`src/hdl/ncp_pkg.sv`:
```
// shared types and constants for the nearest color palette unit
package ncp_pkg;

    localparam int CH_W       = 8;
    localparam int DIST_W     = 10;
    localparam int LUM_W      = 15;
    localparam int GRAY_W     = 5;
    localparam int GRAY_SUM_W = 8;
    localparam int GRAY_MAX   = 31;
    localparam int GRAY_DIV   = 25500;
    localparam int LUM_R_COEF = 30;
    localparam int LUM_G_COEF = 59;
    localparam int LUM_B_COEF = 11;
    localparam int RECIP_SHIFT = 30;
    localparam logic [CH_W-1:0] CH_FULL = 8'hFF;
    localparam logic [CH_W-1:0] CH_ZERO = 8'h00;
    localparam logic [GRAY_W-1:0] GRAY_BLACK = 5'd0;
    localparam logic [GRAY_W-1:0] GRAY_WHITE = 5'd1;

    typedef struct packed {
        logic [CH_W-1:0] red_in;
        logic [CH_W-1:0] green_in;
        logic [CH_W-1:0] blue_in;
    } in_item_t;

    typedef struct packed {
        logic [7:0]        palette_index;
        logic              exact_match;
        logic              entry_added;
        logic [GRAY_W-1:0] gray_pattern;
        logic              gray_valid;
    } out_item_t;

    typedef struct packed {
        logic load;
        logic start;
        logic finish;
    } ctrl_cmd_t;

    typedef struct packed {
        logic scan_busy;
        logic gray_busy;
    } ctrl_status_t;

    function automatic logic [CH_W-1:0] abs_diff(input logic [CH_W-1:0] a,
                                                 input logic [CH_W-1:0] b);
        abs_diff = (a > b) ? (a - b) : (b - a);
    endfunction

endpackage

```
`src/hdl/ncp_ctrl.sv`:
```
// controller state machine sequencing load, search and result transfer
module ncp_ctrl
    import ncp_pkg::*;
(
    input  logic         clk,
    input  logic         rst_n,
    input  logic         in_valid,
    output logic         in_ready,
    output logic         out_valid,
    input  logic         out_ready,
    input  ctrl_status_t status,
    output ctrl_cmd_t    cmd
);

    localparam logic [1:0] ST_IDLE  = 2'd0;
    localparam logic [1:0] ST_START = 2'd1;
    localparam logic [1:0] ST_BUSY  = 2'd2;

    logic [1:0] state_reg, state_next;
    logic       out_valid_reg, out_valid_next;
    logic       done;

    assign done = !status.scan_busy && !status.gray_busy;

    always_comb
    begin
        state_next = state_reg;
        cmd        = '0;
        case (state_reg)
            ST_IDLE:
            begin
                if (in_valid)
                begin
                    cmd.load   = 1'b1;
                    state_next = ST_START;
                end
            end
            ST_START:
            begin
                cmd.start  = 1'b1;
                state_next = ST_BUSY;
            end
            ST_BUSY:
            begin
                if (done && (!out_valid_reg || out_ready))
                begin
                    cmd.finish = 1'b1;
                    state_next = ST_IDLE;
                end
            end
            default:
            begin
                state_next = ST_IDLE;
            end
        endcase
    end

    always_comb
    begin
        if (cmd.finish)
            out_valid_next = 1'b1;
        else if (out_ready)
            out_valid_next = 1'b0;
        else
            out_valid_next = out_valid_reg;
    end

    always_ff @(posedge clk or negedge rst_n)
    begin
        if (!rst_n)
        begin
            state_reg     <= ST_IDLE;
            out_valid_reg <= 1'b0;
        end
        else
        begin
            state_reg     <= state_next;
            out_valid_reg <= out_valid_next;
        end
    end

    assign in_ready  = (state_reg == ST_IDLE);
    assign out_valid = out_valid_reg;

    assert property (@(posedge clk) disable iff (!rst_n)
        cmd.finish |-> !status.scan_busy && !status.gray_busy)
        else $error("result taken while search still busy");

    assert property (@(posedge clk) disable iff (!rst_n)
        (state_reg == ST_START) |=> status.scan_busy && status.gray_busy)
        else $error("search units did not start");

endmodule

```
`config.mk`:
```
export PLATFORM = sky130hd
export DESIGN_NAME = ncp_ctrl
export DESIGN_NICKNAME = d
export VERILOG_FILES = /design/src/hdl/ncp_pkg.sv /design/src/hdl/ncp_ctrl.sv
export SDC_FILE = /design/constraint.sdc
export NUM_CORES = 1
export LEC_CHECK = 0
export CELL_PAD_IN_SITES_DETAIL_PLACEMENT = 2
export CELL_PAD_IN_SITES_GLOBAL_PLACEMENT = 2
export CORE_AREA = 10 10 47 49
export CTS_CLUSTER_DIAMETER = 100
export DETAILED_ROUTE_END_ITERATION = 10
export DIE_AREA = 0 0 57 59
export DONT_BUFFER_PORTS = 1
export GPL_TIMING_DRIVEN = 0
export PLACE_DENSITY_LB_ADDON = 0.05
export SYNTH_ARGS = -nofsm -noshare
export SYNTH_HDL_FRONTEND = slang
export SYNTH_SLANG_ARGS = --single-unit
```
`constraint.sdc`:
```
create_clock -name clk -period 1.2 [get_ports clk]
set_input_delay 0.12 -clock clk [delete_from_list [all_inputs] [get_ports clk]]
set_output_delay 0.12 -clock clk [all_outputs]
set_load 0.02 [all_outputs]
```
==> reports/summary.txt <==
Area fraction of the dominant cell type after synthesis: 0.4688
Level count of the clock H-tree: 1
First-pass GRT wire length: 972 µm
Num ports: 11
Tightest Pin Transition: 402.6 ps
Dominant combinational cell family by area after synthesis: simple AND/OR/NAND/NOR gates
Clock transition at the registers of the reported paths: 40 ps
Post-layout nets: 33
Final hold violation count: 0
IO Port Bufs: 0
Clock network latency to the later pin of the worst-skew pair: 240 ps
Proportion of layout cells with a drive suffix above 1: 0.6923
Aggregate global-route resource usage: 0.04016
# setup viols final: 0
Type of the tightest min-delay check: input pin to flop
Category of the critical setup timing path: flop to primary output
Synth-to-Final Area Change: 80.47%
Post-detailed-route via-to-cell ratio: 3.762
Antenna fix cells: 0
Die footprint: 3363 µm²
Critical path launch point type: flop
Placed inst area: 180.2 µm²
Vias in the first global route: 203
Worst endpoint data arrival time: 1080 ps
RePlAce Congestion: 0.5422
Placement row count: 14
TritonCTS clock tree: done
Hold Crit Endpoint: state_reg[0]
Initial Utilization: 0.1143
Antenna-violating nets left: 0
Grt total ovfl: 0
Routed length per instance: 13.88 µm
XOR/XNOR Fraction of Synth Area: 0
Outcome: finished, final reports clean
CTS root buffer: clkbuf_4
Clock sink total: 3
Pleak: 0.1225 nW
Share of synthesized area occupied by flip-flops and latches: 0.4688
Cell types with the largest area share after synthesis: dfrtp_1, o311ai_2, nor2_1, nor2b_4, and2_1
Endpoint kind of the worst setup timing path: primary output
Aggregate routed wire length: 583 µm
Residual DRC: 0
Count of synthesis-stage warnings from yosys: 0
Hold Path Cell Cnt: 1
Synth area leader: dfrtp_1
Synthesized-area fraction occupied by adder cells: 0
Total CTS buffers: 3
Height of the chip: 59 µm
Avg Cell Area, Syn: 10.01 µm²
Worst-path maximum fanout: 2
Launch point of the worst hold path: in_valid
Clock skew after layout: 2.181 ps
Final count of pins violating max slew: 0
Post-route design area: 289.0 µm²
Fraction of synthesized area in multiplexers: 0
Number of flip-flops under the largest register name: 2
Fillers: 172
CP required: 1080 ps
Area fraction in and, or, nand and nor cells after synthesis: 0.3281
Core region area: 1401 µm²
Capturing point of the worst reg2reg path: state_reg[1]
TritonRoute pass-1 iters: 2
Largest net degree at the start of global routing: 5
Antenna violations before repair: 0
Mapped Nets: 22
Netlist area before placement: 160.2 µm²
Worst-case reg-to-reg path depth: 4
Number of buffers on the longest clock path: 2
Hpwl dp: 416.8 µm
RSZ-0062 raised after global routing: true
Max-slew headroom at the worst pin: 0.7306
Number of maximum-capacitance violations: 0
Share of the core filled with cells in the final layout: 0.2063
Maximum vdd ir drop: 0.5856 mV
Worst reg2reg setup slack: 60 ps
Total power divided by cell area: 2324 nW/µm²
1st-iter DRT viols: 1
Final Cycle Share: 0.9997
Die outline width: 57 µm
Total number of vias: 158
Number of distinct standard cells referenced by the synthesized netlist: 10
Fmax achieved: 833.6 MHz
Fraction of the mapped netlist area in compound gates: 0.1328
Synthesis-stage register bit count: 3
Worst reg2reg path startpoint: out_valid
Number of instances in the synthesized netlist: 16
Clock period minus worst slack: 1200 ps
through the flow:
step	hold WS [ps]	setup WS, ps	TNS (ps)	power (mW)	instances
3_3_place_gp	-175.5	-81.87	-81.87	0.3480	32
6_report	17.41	0.4002	0	0.6717	42
2_1_floorplan	-175.6	26.41	0	0.3145	16
3_5_place_dp	-175.5	-77.42	-77.42	0.3491	32
4_1_cts	8.528	-6.397	-11.16	0.6346	41
5_1_grt	4.736	-54.10	-124.5	0.7379	42
area by class of cell:
cell class,instances,area (µm²),area share
inverters,1,3.754,0.01299
plain buffers,1,7.507,0.02597
multi-input cells,11,102.6,0.3550
repair buffers,6,51.30,0.1775
flip-flops and latches,3,77.57,0.2684
well taps,16,20.02,0.06926
clock buffers,4,26.28,0.09091
worst max path at each step:
stage | startpoint | endpoint | slack (ps) | cells past startpoint
finish | out_valid | cmd[0] | 0.4 | 3
global route | state_reg[1] | cmd[2] | -50 | 2
CTS | state_reg[0] | cmd[0] | -6 | 4
detailed placement | state_reg[1] | cmd[2] | -80 | 2
global placement | state_reg[1] | cmd[2] | -80 | 2
floorplan | state_reg[1] | cmd[2] | 30 | 2
power by group:
part	switching [mW]	internal, mW	total, mW
registers	0.0543	0.139	0.194
clock network	0.0556	0.125	0.180
logic	0.158	0.140	0.298
cell families after synthesis:
logic type             count (synthesis)
DFF                                    3
and+or+nand+nor                        9
buffers and inverters                  2
AOI/OAI and AO/OA                      2
layout by cell type, fill, tap and decap left out, drive strengths merged:
master and n:
o21ai 1, buf 6, clkbuf 4, nand2b 1, dfrtp 3, nor2 4, nor2b 1, o311ai 1
and2 2, dlygate4sd3 1, inv 1, nand3 1
per-layer routing:
layer  vias up  share of wire  track usage
met1        76           0.36      0.03081
met2         9           0.49      0.06357
met4         0          0.021      0.04027
li1         71              -            -
met3         2           0.12      0.03004
met5         -              0            0
Yosys cell counts:
library cell / n
nor2b_4: 1
o21ai_1: 1
inv_1: 1
and2_1: 2
nor2_1: 4
nand3_1: 1
o311ai_2: 1
buf_4: 1
nand2b_1: 1
dfrtp_1: 3
worst max-delay path, cell delays in order, from the launching register on:
cell     delay, ps
dfrtp_2        440
nor2b_4        150
nor2_1         100
buf_4          150
what timing repair did:
action | CTS | global route
pin swaps | 3 | 1
endpoints found under the setup margin | 3 | 4
endpoints found under the hold margin | 3 | 0
hold buffers | 1 | 0
gates resized for setup | 8 | 3
buffers inserted | 4 | 1
No activity file was read; power rests on OpenSTA's default activity.
